$ cat config.mk
export PLATFORM = sky130hd
export DESIGN_NAME = uart_rx_8n1_with_fifo
export DESIGN_NICKNAME = d
export VERILOG_FILES = /design/src/hw/rtl/urx_pkg.sv /design/src/hw/rtl/uart_rx_8n1_with_fifo.sv /design/src/hw/rtl/urx_front.sv /design/src/hw/rtl/urx_queue.sv /design/src/hw/rtl/urx_back.sv
export SDC_FILE = /design/constraint.sdc
export NUM_CORES = 1
export LEC_CHECK = 0
export BUFFER_PORTS_ARGS = -buffer_cell sky130_fd_sc_hd__buf_2
export CAP_MARGIN = 20
export CORE_UTILIZATION = 62
export DETAILED_ROUTE_END_ITERATION = 12
export PLACE_DENSITY_LB_ADDON = 0.1
export SYNTH_ARGS = -nofsm -noshare
export SYNTH_HDL_FRONTEND = slang
export SYNTH_SLANG_ARGS = --single-unit
$ cat constraint.sdc
create_clock -name clk_i -period 3.7 [get_ports clk_i]
set_clock_uncertainty 0.05 [all_clocks]
set_input_delay 0.74 -clock clk_i [delete_from_list [all_inputs] [get_ports clk_i]]
set_output_delay 0.74 -clock clk_i [all_outputs]
set_load 0.1 [all_outputs]
$ cat src/hw/rtl/urx_pkg.sv
// Shared types and constants for the 8N1 UART receiver with receive FIFO.
// Used by every module under hw/rtl; depends on nothing else.
`default_nettype none

package urx_pkg;

  // Fixed field widths.
  localparam int unsigned DATA_W     = 8;
  localparam int unsigned LEVEL_W    = 6;
  localparam int unsigned TICK_W     = 16;
  localparam int unsigned FRAME_BITS = 10;
  localparam int unsigned BIT_IDX_W  = 4;

  // Index of the stop bit within a frame.
  localparam logic [BIT_IDX_W-1:0] LAST_BIT = 4'd9;

  // Reset value of the bit period register.
  localparam logic [TICK_W-1:0] BIT_TICKS_RST = 16'd52;

  // Depth of the decoupling queue between the sampler and the FIFO side.
  localparam int unsigned QUEUE_DEPTH = 2;
  localparam int unsigned QUEUE_AW    = 1;

  // One tick as it arrives on the input channel.
  typedef struct packed {
    logic rx_line;
    logic pop_req;
  } urx_in_t;

  // One result per tick on the output channel.
  typedef struct packed {
    logic [DATA_W-1:0]  pop_data;
    logic               pop_valid;
    logic               frame_done;
    logic               frame_error;
    logic               overflow;
    logic [LEVEL_W-1:0] fifo_level;
  } urx_out_t;

  // Classified tick handed from the sampler to the FIFO side.
  typedef struct packed {
    logic              pop_req;
    logic              frame_done;
    logic              frame_error;
    logic              push;
    logic [DATA_W-1:0] data;
  } urx_rec_t;

endpackage

`default_nettype wire

$ cat src/hw/rtl/uart_rx_8n1_with_fifo.sv
// UART receiver, 8 data bits, no parity, one stop bit, with a receive FIFO.
// Top level; depends on urx_pkg, urx_front, urx_queue and urx_back.
//
// Usage:
//   Each request on the input channel is one sampling tick: the receive line
//   level and a pop request. Every accepted tick yields exactly one result
//   on the output channel with the popped byte, frame status flags and the
//   FIFO level after that tick. The bit period register is written through
//   cfg_we_i/cfg_wdata_i; the user must do so only while no ticks are in
//   flight, as the block itself does not enforce it.
// Throughput and registers:
//   One tick per clock cycle while in_stall_o is low. Each tick is registered
//   in the two-entry queue behind the line sampler, then in the output
//   register behind the FIFO memory, whose read port is used once per tick.
// Reset:
//   The sampler is idle, the FIFO is empty and the bit period is 52 ticks.
// Stalls:
//   When out_stall_i is high the result is held; ticks keep entering until
//   the queue is full, then in_stall_o rises until the output moves again.
`default_nettype none

module uart_rx_8n1_with_fifo #(
  parameter int unsigned FIFO_DEPTH = 32
) (
  input  wire                         clk_i,
  input  wire                         rst_ni,
  input  wire                         cfg_we_i,
  input  wire  [urx_pkg::TICK_W-1:0]  cfg_wdata_i,
  input  wire                         in_valid_i,
  output logic                        in_stall_o,
  input  wire  urx_pkg::urx_in_t      in_data_i,
  output logic                        out_valid_o,
  input  wire                         out_stall_i,
  output urx_pkg::urx_out_t           out_data_o
);

  logic [urx_pkg::TICK_W-1:0] bit_ticks_q;
  logic                       in_accept;
  logic                       q_valid, q_stall;
  urx_pkg::urx_rec_t          front_rec, q_rec;

  // Bit period register.
  always_ff @(posedge clk_i or negedge rst_ni) begin
    if (!rst_ni) begin
      bit_ticks_q <= urx_pkg::BIT_TICKS_RST;
    end else if (cfg_we_i) begin
      bit_ticks_q <= cfg_wdata_i;
    end
  end

  assign in_accept = in_valid_i && !in_stall_o;

  // Line sampler.
  urx_front u_front (
    .clk_i       (clk_i),
    .rst_ni      (rst_ni),
    .bit_ticks_i (bit_ticks_q),
    .in_i        (in_data_i),
    .accept_i    (in_accept),
    .rec_o       (front_rec)
  );

  // Decoupling queue.
  urx_queue u_queue (
    .clk_i        (clk_i),
    .rst_ni       (rst_ni),
    .push_valid_i (in_valid_i),
    .push_stall_o (in_stall_o),
    .push_rec_i   (front_rec),
    .pop_valid_o  (q_valid),
    .pop_stall_i  (q_stall),
    .pop_rec_o    (q_rec)
  );

  // Receive FIFO and output register.
  urx_back #(
    .FIFO_DEPTH (FIFO_DEPTH)
  ) u_back (
    .clk_i       (clk_i),
    .rst_ni      (rst_ni),
    .rec_valid_i (q_valid),
    .rec_stall_o (q_stall),
    .rec_i       (q_rec),
    .out_valid_o (out_valid_o),
    .out_stall_i (out_stall_i),
    .out_o       (out_data_o)
  );

endmodule

`default_nettype wire

$ cat src/hw/rtl/urx_front.sv
// Line sampler: tracks the frame timing and classifies each tick.
// Depends on urx_pkg.
`default_nettype none

module urx_front (
  input  wire                         clk_i,
  input  wire                         rst_ni,
  input  wire  [urx_pkg::TICK_W-1:0]  bit_ticks_i,
  input  wire  urx_pkg::urx_in_t      in_i,
  input  wire                         accept_i,
  output urx_pkg::urx_rec_t           rec_o
);

  logic                            receiving_q, receiving_d;
  logic [urx_pkg::TICK_W-1:0]      tick_q, tick_d;
  logic [urx_pkg::BIT_IDX_W-1:0]   bit_idx_q, bit_idx_d;
  logic [urx_pkg::FRAME_BITS-1:0]  shift_q, shift_d;
  logic [urx_pkg::TICK_W-1:0]      tick_inc;
  logic                            sample;
  logic [urx_pkg::FRAME_BITS-1:0]  shift_new;
  logic                            last;

  // Bit timing and sample decision.
  always_comb begin
    tick_inc  = tick_q + 16'd1;
    sample    = receiving_q && (tick_inc >= bit_ticks_i);
    shift_new = shift_q | ({{(urx_pkg::FRAME_BITS-1){1'b0}}, in_i.rx_line} << bit_idx_q);
    last      = sample && (bit_idx_q >= urx_pkg::LAST_BIT);
  end

  // Next state of the frame tracker.
  always_comb begin
    receiving_d = receiving_q;
    tick_d      = tick_q;
    bit_idx_d   = bit_idx_q;
    shift_d     = shift_q;
    if (!receiving_q) begin
      if (!in_i.rx_line) begin
        receiving_d = 1'b1;
        bit_idx_d   = '0;
        shift_d     = '0;
        tick_d      = bit_ticks_i >> 1;
      end
    end else if (sample) begin
      tick_d  = '0;
      shift_d = shift_new;
      if (last) begin
        receiving_d = 1'b0;
        bit_idx_d   = '0;
      end else begin
        bit_idx_d = bit_idx_q + 4'd1;
      end
    end else begin
      tick_d = tick_inc;
    end
  end

  // Classification of this tick for the FIFO side.
  always_comb begin
    rec_o.pop_req     = in_i.pop_req;
    rec_o.frame_done  = last;
    rec_o.frame_error = last && (shift_new[0] || !shift_new[urx_pkg::FRAME_BITS-1]);
    rec_o.data        = shift_new[urx_pkg::DATA_W:1];
    rec_o.push        = last && !shift_new[0] && shift_new[urx_pkg::FRAME_BITS-1]
                        && (shift_new[urx_pkg::DATA_W:1] != '0);
  end

  // State registers advance only on an accepted tick.
  always_ff @(posedge clk_i or negedge rst_ni) begin
    if (!rst_ni) begin
      receiving_q <= 1'b0;
      tick_q      <= '0;
      bit_idx_q   <= '0;
      shift_q     <= '0;
    end else if (accept_i) begin
      receiving_q <= receiving_d;
      tick_q      <= tick_d;
      bit_idx_q   <= bit_idx_d;
      shift_q     <= shift_d;
    end
  end

endmodule

`default_nettype wire

$ cat src/hw/rtl/urx_queue.sv
// Two-entry queue of classified ticks between the sampler and the FIFO side.
// Depends on urx_pkg.
`default_nettype none

module urx_queue (
  input  wire                   clk_i,
  input  wire                   rst_ni,
  input  wire                   push_valid_i,
  output logic                  push_stall_o,
  input  wire  urx_pkg::urx_rec_t push_rec_i,
  output logic                  pop_valid_o,
  input  wire                   pop_stall_i,
  output urx_pkg::urx_rec_t     pop_rec_o
);

  urx_pkg::urx_rec_t              entry_q [urx_pkg::QUEUE_DEPTH];
  logic [urx_pkg::QUEUE_AW-1:0]   wr_q, rd_q;
  logic [urx_pkg::QUEUE_AW:0]     cnt_q, cnt_d;
  logic                           do_push, do_pop;

  // Handshake on both sides.
  always_comb begin
    push_stall_o = (cnt_q == (urx_pkg::QUEUE_AW+1)'(urx_pkg::QUEUE_DEPTH));
    pop_valid_o  = (cnt_q != '0);
    pop_rec_o    = entry_q[rd_q];
    do_push      = push_valid_i && !push_stall_o;
    do_pop       = pop_valid_o && !pop_stall_i;
    cnt_d        = cnt_q + {{urx_pkg::QUEUE_AW{1'b0}}, do_push}
                         - {{urx_pkg::QUEUE_AW{1'b0}}, do_pop};
  end

  // Pointers and count.
  always_ff @(posedge clk_i or negedge rst_ni) begin
    if (!rst_ni) begin
      wr_q  <= '0;
      rd_q  <= '0;
      cnt_q <= '0;
    end else begin
      if (do_push) wr_q <= wr_q + 1'b1;
      if (do_pop) rd_q <= rd_q + 1'b1;
      cnt_q <= cnt_d;
    end
  end

  // Entry storage.
  always_ff @(posedge clk_i) begin
    if (do_push) begin
      entry_q[wr_q] <= push_rec_i;
    end
  end

endmodule

`default_nettype wire

$ cat src/hw/rtl/urx_back.sv
// Receive FIFO and output register: applies pops and pushes in tick order.
// Depends on urx_pkg.
`default_nettype none

module urx_back #(
  parameter int unsigned FIFO_DEPTH = 32
) (
  input  wire                     clk_i,
  input  wire                     rst_ni,
  input  wire                     rec_valid_i,
  output logic                    rec_stall_o,
  input  wire  urx_pkg::urx_rec_t rec_i,
  output logic                    out_valid_o,
  input  wire                     out_stall_i,
  output urx_pkg::urx_out_t       out_o
);

  localparam int unsigned PW = $clog2(FIFO_DEPTH);
  localparam int unsigned CW = $clog2(FIFO_DEPTH + 1);

  logic [urx_pkg::DATA_W-1:0] mem_q [FIFO_DEPTH];
  logic [urx_pkg::DATA_W-1:0] rdata_q;
  logic [PW-1:0]              rd_ptr_q, wr_ptr_q;
  logic [CW-1:0]              cnt_q, cnt_d, cnt_pop;
  logic                       out_valid_q;
  logic                       pop_valid_q, done_q, ferr_q, ovf_q;
  logic                       adv, pop_ok, push_ok, ovf;
  logic [CW+urx_pkg::LEVEL_W-1:0] level_ext;

  // Pop is applied before push, so a full FIFO that is popped takes the byte.
  always_comb begin
    rec_stall_o = out_valid_q && out_stall_i;
    adv         = rec_valid_i && !rec_stall_o;
    pop_ok      = rec_i.pop_req && (cnt_q != '0);
    cnt_pop     = cnt_q - {{(CW-1){1'b0}}, pop_ok};
    ovf         = rec_i.push && (cnt_pop == CW'(FIFO_DEPTH));
    push_ok     = rec_i.push && !ovf;
    cnt_d       = cnt_pop + {{(CW-1){1'b0}}, push_ok};
  end

  // FIFO pointers, count and result flags.
  always_ff @(posedge clk_i or negedge rst_ni) begin
    if (!rst_ni) begin
      rd_ptr_q    <= '0;
      wr_ptr_q    <= '0;
      cnt_q       <= '0;
      out_valid_q <= 1'b0;
      pop_valid_q <= 1'b0;
      done_q      <= 1'b0;
      ferr_q      <= 1'b0;
      ovf_q       <= 1'b0;
    end else begin
      if (adv) begin
        if (pop_ok) begin
          rd_ptr_q <= (rd_ptr_q == PW'(FIFO_DEPTH - 1)) ? '0 : rd_ptr_q + PW'(1);
        end
        if (push_ok) begin
          wr_ptr_q <= (wr_ptr_q == PW'(FIFO_DEPTH - 1)) ? '0 : wr_ptr_q + PW'(1);
        end
        cnt_q       <= cnt_d;
        pop_valid_q <= pop_ok;
        done_q      <= rec_i.frame_done;
        ferr_q      <= rec_i.frame_error;
        ovf_q       <= ovf;
        out_valid_q <= 1'b1;
      end else if (!out_stall_i) begin
        out_valid_q <= 1'b0;
      end
    end
  end

  // Byte storage with registered read at the read pointer.
  always_ff @(posedge clk_i) begin
    if (adv && push_ok) begin
      mem_q[wr_ptr_q] <= rec_i.data;
    end
    if (adv) begin
      rdata_q <= mem_q[rd_ptr_q];
    end
  end

  // Result assembly; the level reports the low bits of the count.
  always_comb begin
    level_ext        = {{urx_pkg::LEVEL_W{1'b0}}, cnt_q};
    out_valid_o      = out_valid_q;
    out_o.pop_data   = pop_valid_q ? rdata_q : '0;
    out_o.pop_valid  = pop_valid_q;
    out_o.frame_done = done_q;
    out_o.frame_error = ferr_q;
    out_o.overflow   = ovf_q;
    out_o.fifo_level = level_ext[urx_pkg::LEVEL_W-1:0];
  end

  // The count never passes the depth.
  assert property (@(posedge clk_i) disable iff (!rst_ni) cnt_q <= CW'(FIFO_DEPTH))
    else $error("FIFO count above depth");

  // An empty FIFO has its pointers together.
  assert property (@(posedge clk_i) disable iff (!rst_ni)
    (cnt_q == '0) |-> (rd_ptr_q == wr_ptr_q))
    else $error("empty FIFO with pointers apart");

  // Overflow only on a good finished frame with the FIFO full.
  assert property (@(posedge clk_i) disable iff (!rst_ni)
    (out_valid_q && ovf_q) |-> (done_q && !ferr_q && cnt_q == CW'(FIFO_DEPTH)))
    else $error("overflow without a full FIFO and a good frame");

  // A pop that returns a byte leaves room in the FIFO.
  assert property (@(posedge clk_i) disable iff (!rst_ni)
    (adv && pop_ok && !push_ok) |=> (cnt_q != CW'(FIFO_DEPTH)))
    else $error("pop did not free an entry");

endmodule

`default_nettype wire
======== After elaboration in Yosys (flattened, before gate mapping) ========
Memories as Yosys holds them, arrays and structs flattened. A register that Yosys moved wholly into a read port is not among the register bits.
Index checks and enable logic that the tools add are counted.
W data, S select, Z words.
storage, ports and cells
  RAM bits ................................ 280
  input port bits ......................... 23
  word-level logic and storage cells ...... 88
  output and inout bits ................... 20
  memories ................................ 2
  register bits ........................... 72
memory list
  memory           words  width  rd ports  clocked after Yosys merged registers in  wr ports  line             text
  u_back.mem_q     32     8      1         1                                        1         urx_back.sv:21   logic [urx_pkg::DATA_W-1:0] mem_q [FIFO_DEPTH];
  u_queue.entry_q  2      12     1         0                                        1         urx_queue.sv:16  urx_pkg::urx_rec_t entry_q [urx_pkg::QUEUE_DEPTH];
operators by class
  equality and inequality tests ........... 7
  magnitude comparators ................... 2
  shifts and indexed selects .............. 1
  reduce and logical (&&, ||, !) cells .... 26
  mux-type cells .......................... 23
  bitwise operators ....................... 1
  add/sub/neg operators ................... 10
operator list
  operator                 number
  $mux W16                 3
  $mux W10                 3
  $add A16 B1 Y16 const B  1
  $ge A16 B16 Y1           1
  $mux W4                  4
  $logic_and A1 B1 Y1      13
  $add A5 B1 Y5 const B    2
  $eq A5 B5 Y1 const B     2
  $mux W1                  10
  $mux W5                  2
  $or A10 B10 Y10          1
  $shl A1 B4 Y10           1
  $mux W8                  1
  $reduce_bool A8 Y1       1
  $add A6 B1 Y6            1
  $eq A6 B6 Y1 const B     1
  $reduce_and A2 Y1        3
  $reduce_bool A6 Y1       1
  $sub A6 B1 Y6            1
  $logic_not A1 Y1         5
  $add A4 B1 Y4 const B    1
  $ge A4 B4 Y1 const B     1
  $ne A2 B1 Y1 const B     2
  $reduce_and A3 Y1        1
  other kinds (7)          8

======== Depth between registers and ports, before layout ========
  word-level depth ........................ 10
  depth in mapped cells ................... 14
  mapped depth without buffers ............ 13

======== By module ========
A second synthesis with hierarchy kept.
unflattened totals
  cell total of the unflattened synthesis .. 917
  area, all modules ....................... 15,421.0 µm²
modules (own cells, without submodules)
  module                 cells an instance  area an instance (µm²)  seq. area each (µm²)  instances
  urx_back               555                11,377.2                8,453.1               1
  urx_front              272                2,307.2                 775.7                 1
  urx_queue              55                 1,077.3                 820.8                 1
  uart_rx_8n1_with_fifo  35                 659.4                   404.1                 1

======== Least setup slack after synthesis ========
Ideal clock, no wire load.
  path type ............................... flip-flop to flip-flop
  from .................................... register u_back.cnt_q[3]
  to ...................................... register u_back.cnt_q[4]
  buffers on the path ..................... 1
  period minus slack after synthesis ...... 3,663 ps
  setup time .............................. 164 ps
  required time ........................... 3,486 ps
  data arrival time ....................... 3,448 ps
  path slack .............................. 37 ps
  stages on the path, launching flop included .. 15
  cells stage by stage .................... dfrtp_1 -> clkbuf_1 -> nor4_1 -> a21oi_1 -> ha_1 -> ha_1 -> inv_1 -> nor4b_1 -> a31oi_1 -> ha_1 -> ha_1 -> and4b_1 -> a21oi_1 -> nor2_1 -> xor2_1
between the ends
  cells in the longest elaborated chain, start to end .. 8
RTL lines
  element                 line            text
  start, declared         urx_back.sv:24  logic [CW-1:0] cnt_q, cnt_d, cnt_pop;
  start signal, assigned  urx_back.sv:60  cnt_q <= cnt_d;
  $reduce_bool A6 Y1 *    urx_back.sv:34  pop_ok = rec_i.pop_req && (cnt_q != '0);
  $logic_and A1 B1 Y1 *   urx_back.sv:34
  net u_back.pop_ok       urx_back.sv:27  logic adv, pop_ok, push_ok, ovf;
  $sub A6 B1 Y6 *         urx_back.sv:35  cnt_pop = cnt_q - {{(CW-1){1'b0}}, pop_ok};
  $eq A6 B6 Y1            urx_back.sv:36  ovf = rec_i.push && (cnt_pop == CW'(FIFO_DEPTH));
  $logic_and A1 B1 Y1     urx_back.sv:36
  $logic_not A1 Y1        urx_back.sv:37  push_ok = rec_i.push && !ovf;
  $logic_and A1 B1 Y1     urx_back.sv:37
  $add A6 B1 Y6 *         urx_back.sv:38  cnt_d = cnt_pop + {{(CW-1){1'b0}}, push_ok};
The timed path passes the listed nets; every way through them passes the cells marked *.
A chain may end at the register's enable or synchronous reset.

======== Worst setup path after layout ========
  from .................................... register u_back.cnt_q[3]
  to ...................................... memory u_back.mem_q[7][4] (netlist name), enable pin
between the ends
  cells in the longest elaborated chain, start to end .. 10
RTL lines
  element                        line            text
  $reduce_bool A6 Y1             urx_back.sv:34
  $logic_and A1 B1 Y1            urx_back.sv:34
  net u_back.pop_ok              urx_back.sv:27
  $sub A6 B1 Y6                  urx_back.sv:35
  $eq A6 B6 Y1                   urx_back.sv:36
  $logic_and A1 B1 Y1            urx_back.sv:36
  $logic_not A1 Y1               urx_back.sv:37
  $logic_and A1 B1 Y1            urx_back.sv:37
  $logic_and A1 B1 Y1            urx_back.sv:74  if (adv && push_ok) begin
  $mux W1                        urx_back.sv:74
  $mux W1 (not written as such)  urx_back.sv:75  mem_q[wr_ptr_q] <= rec_i.data;
  end, declared                  urx_back.sv:21
The timed path passes the listed nets, and every way through them passes these cells.

==> impl_results.md <==
* Synth area leader: edfxtp_1
* Post-DP Area at 15720 um2
* Pwr Density at 842.9 nW/um2
* Worst r2r src: u_back.cnt_q[3]
* Cell Count, Final, Fillers Out at 1306
* GP Congestion at 0.8720
* Crit Path Class: flip-flop to flip-flop
* Synth Net Count at 969
* Lkg Pwr at 6.080 nW
* Max-cap violations at 0
* Flops & latches, synth at 360
* Fin area at 16930 um2
* Fin nets at 1019
* Fin crit share at 93.69%
* DR vias at 8155
* Final Worst Setup Slack at 0.2334 ns
* Largest net degree at the start of global routing at 73
* Unrepaired setup endpoints after global routing: false
* Number of global-route vias before repair at 8385
* Antenna cells at 0
* CP Max Fanout at 12
* Via/cell ratio at 6.244
* Synth Instances at 913
* Hold Crit Class: input pin to asynchronous set/reset pin
* Height of the die at 158.6 um
* Data arrival, critical path at 3.56 ns
* Final Critical Period at 3.467 ns
* R2R cell count at 10
* # port buffers at 42
* Post-route ant nets at 0
* CTS tree: done
* Synth top area share at 56.89%
* Chip width at 158.6 um
* Dpl ws at 0.1071 ns
* Initial core utilization at 64.00%
* Synth-to-layout area growth at 11.35%
* Element type at the critical path end: flip-flop
* Critical Path RT at 3.79 ns
* Final hold viol count at 0
* Clock buffer count from CTS at 36
* First-pass detailed-route iteration total at 5
* Startpoint class of the critical path: flip-flop
* Avg WL per Cell at 23.35 um
* Mapped Avg Cell Area at 16.65 um2
* First-pass GRT wire length at 48.19 mm
* Final Util at 71.26%
* Clock tree buffer depth at 3
* Post-DP HPWL at 19.72 mm
* Status: finished clean
* Rows at 56
* Filler Cell Count at 1460
* Reg2Reg Setup Slack at 0.23 ns
* Slew headroom at 33.18%
* Seq/Total Area, Yosys at 68.77%
* Hold_buf cts at 0
* Synth unique cells at 60
* Setup crit start: u_back.cnt_q[3]
* Core Footprint at 23750 um2
* Worst-skew pair later-pin latency at 0.52 ns
* Total setup buffers inserted after CTS at 0
* Fmax at 288.5 MHz
* Async SR Flop Fraction at 20.00%
* Register area at 10460 um2
* Final WL at 30.49 mm
* Worst Setup EP: u_back.mem_q[7][4]
* Synth top area cells: edfxtp_1, mux4_2, dfrtp_1
* Worst hold margin at 0.3003 ns
* Die Footprint at 25150 um2
* GRT Total Usage at 26.04%
* # setup viols final at 0
* Root buf cell: clkbuf_16
* Share of cells above drive strength 1 at 22.90%
* # H-tree levels at 2
* Post-synth EDFFs at 288
* Placed insts at 1243
* Pwr Total at 14.27 mW
* Clk pin slew, worst setup/hold paths at 0.06 ns
* Warnings from Yosys at 0
* Post-Syn Area at 15200 um2
* TNS Setup at 0 ns
* Slew @ Worst Pin at 1.002 ns
* Slew Limit Fails at 0
* Io pins at 43
* Initial antenna violation count at 0
* DR DRC count at 0
* Total grt overflow at 0
* Maximum VDD drop at 0.5596 mV
* DRT iter0 DRCs at 707
* Multi-input gate area at 4365 um2
* PostCTS Resize Cnt at 0
* Reg-to-Reg End: u_back.mem_q[7][4]
* CTS sink count at 360
* Synth Flop Type: edfxtp_1
## where the power goes
group / switching [mW] / internal (mW)
Combinational: 2.95 / 1.81
Clock: 1.47 / 2.15
Sequential: 0.549 / 5.34
Total: 4.97 / 9.30
## metal layers
metal  GRT usage, %  vias up  part of all wire, %
met3          4.219       31                  5.7
met5              0        -                    0
li1               -     3633                    -
met2          42.79      297                   50
met4          6.868        0                  1.4
met1          36.71     4194                   43
## synth_stat cells (3+ instances only)
cell         n
edfxtp_1   288
mux4_2      80
dfrtp_1     69
nand2_1     53
nor2_1      52
inv_1       49
o21ai_0     35
ha_1        33
a21oi_1     24
clkbuf_1    24
mux2_2      22
nand3_1     20
xnor2_1     19
o21ai_1     10
and2_1       9
and3_1       7
xor2_1       7
a22oi_1      6
buf_1        6
mux2i_1      6
o2bb2ai_1    6
a221oi_1     5
a31oi_1      5
buf_2        5
buf_6        5
nand4_1      5
nor3_1       5
a41oi_1      4
buf_4        4
nand3b_1     4
nor2b_1      4
a22o_1       3
dfstp_2      3
## flip-flops by register name, indices dropped and copies added, names as in the netlist, 5 cells and up
register         cells
u_back.mem_q       256
u_queue.entry_q     24
bit_ticks_q         16
u_front.tick_q      16
u_front.shift_q     10
u_back.rdata_q       8
u_back.cnt_q         6
u_back.rd_ptr_q      5
u_back.wr_ptr_q      5
## cells in the final DEF (no fill, tap or decap), types with 7 or more instances in the layout
| master | Yosys | routed |
|---|---|---|
| nand3_1 | 20 | 19 |
| and3_1 | 7 | 7 |
| o21ai_1 | 10 | 11 |
| inv_1 | 49 | 49 |
| edfxtp_1 | 288 | 288 |
| a21oi_1 | 24 | 24 |
| clkbuf_16 | 0 | 37 |
| buf_2 | 5 | 41 |
| buf_4 | 4 | 13 |
| nand2_1 | 53 | 53 |
| nor2_1 | 52 | 48 |
| dfrtp_1 | 69 | 67 |
| mux2_2 | 22 | 22 |
| xor2_1 | 7 | 7 |
| and2_1 | 9 | 9 |
| ha_1 | 33 | 33 |
| o21ai_0 | 35 | 34 |
| mux4_2 | 80 | 80 |
| xnor2_1 | 19 | 19 |
## worst min-delay path by stage
stage	from	endpoint
2_1_floorplan	rst_ni	bit_ticks_q[0]
3_3_place_gp	u_back.out_valid_o	u_back.out_valid_o
3_5_place_dp	u_front.shift_q[8]	u_front.shift_q[8]
4_1_cts	rst_ni	u_front.tick_q[12]
5_1_grt	rst_ni	u_front.tick_q[12]
6_report	rst_ni	bit_ticks_q[14]
## cell families (layout without fill, tap and decap cells)
logic type,after synthesis,after routing,share of synthesized area [%]
flops,360,360,68.77
simple gates,173,173,5.408
compound gates,120,120,5.046
mux,108,108,13.88
buf+inv,93,167,2.683
fa+ha+maj,33,33,2.716
xor+xnor,26,26,1.498
## worst max-delay path: stages, from the launching register on
cell	delay, ns
dfrtp_1	0.47
nor4_1	0.29
a21oi_1	0.13
ha_1	0.21
ha_1	0.30
inv_1	0.08
nor4b_1	0.08
a311oi_2	0.33
buf_4	0.24
nand2_2	0.20
nor2_1	0.71
## layout make-up
type	instances	area share (%)
Sequential cell	360	61.81
Timing Repair Buffer	56	2.025
Inverter	49	1.087
Clock buffer	44	5.744
Tap cell	319	2.358
Multi-Input combinational cell	460	25.79
Clock inverter	18	1.190
Power figures use the tool's default switching activity.
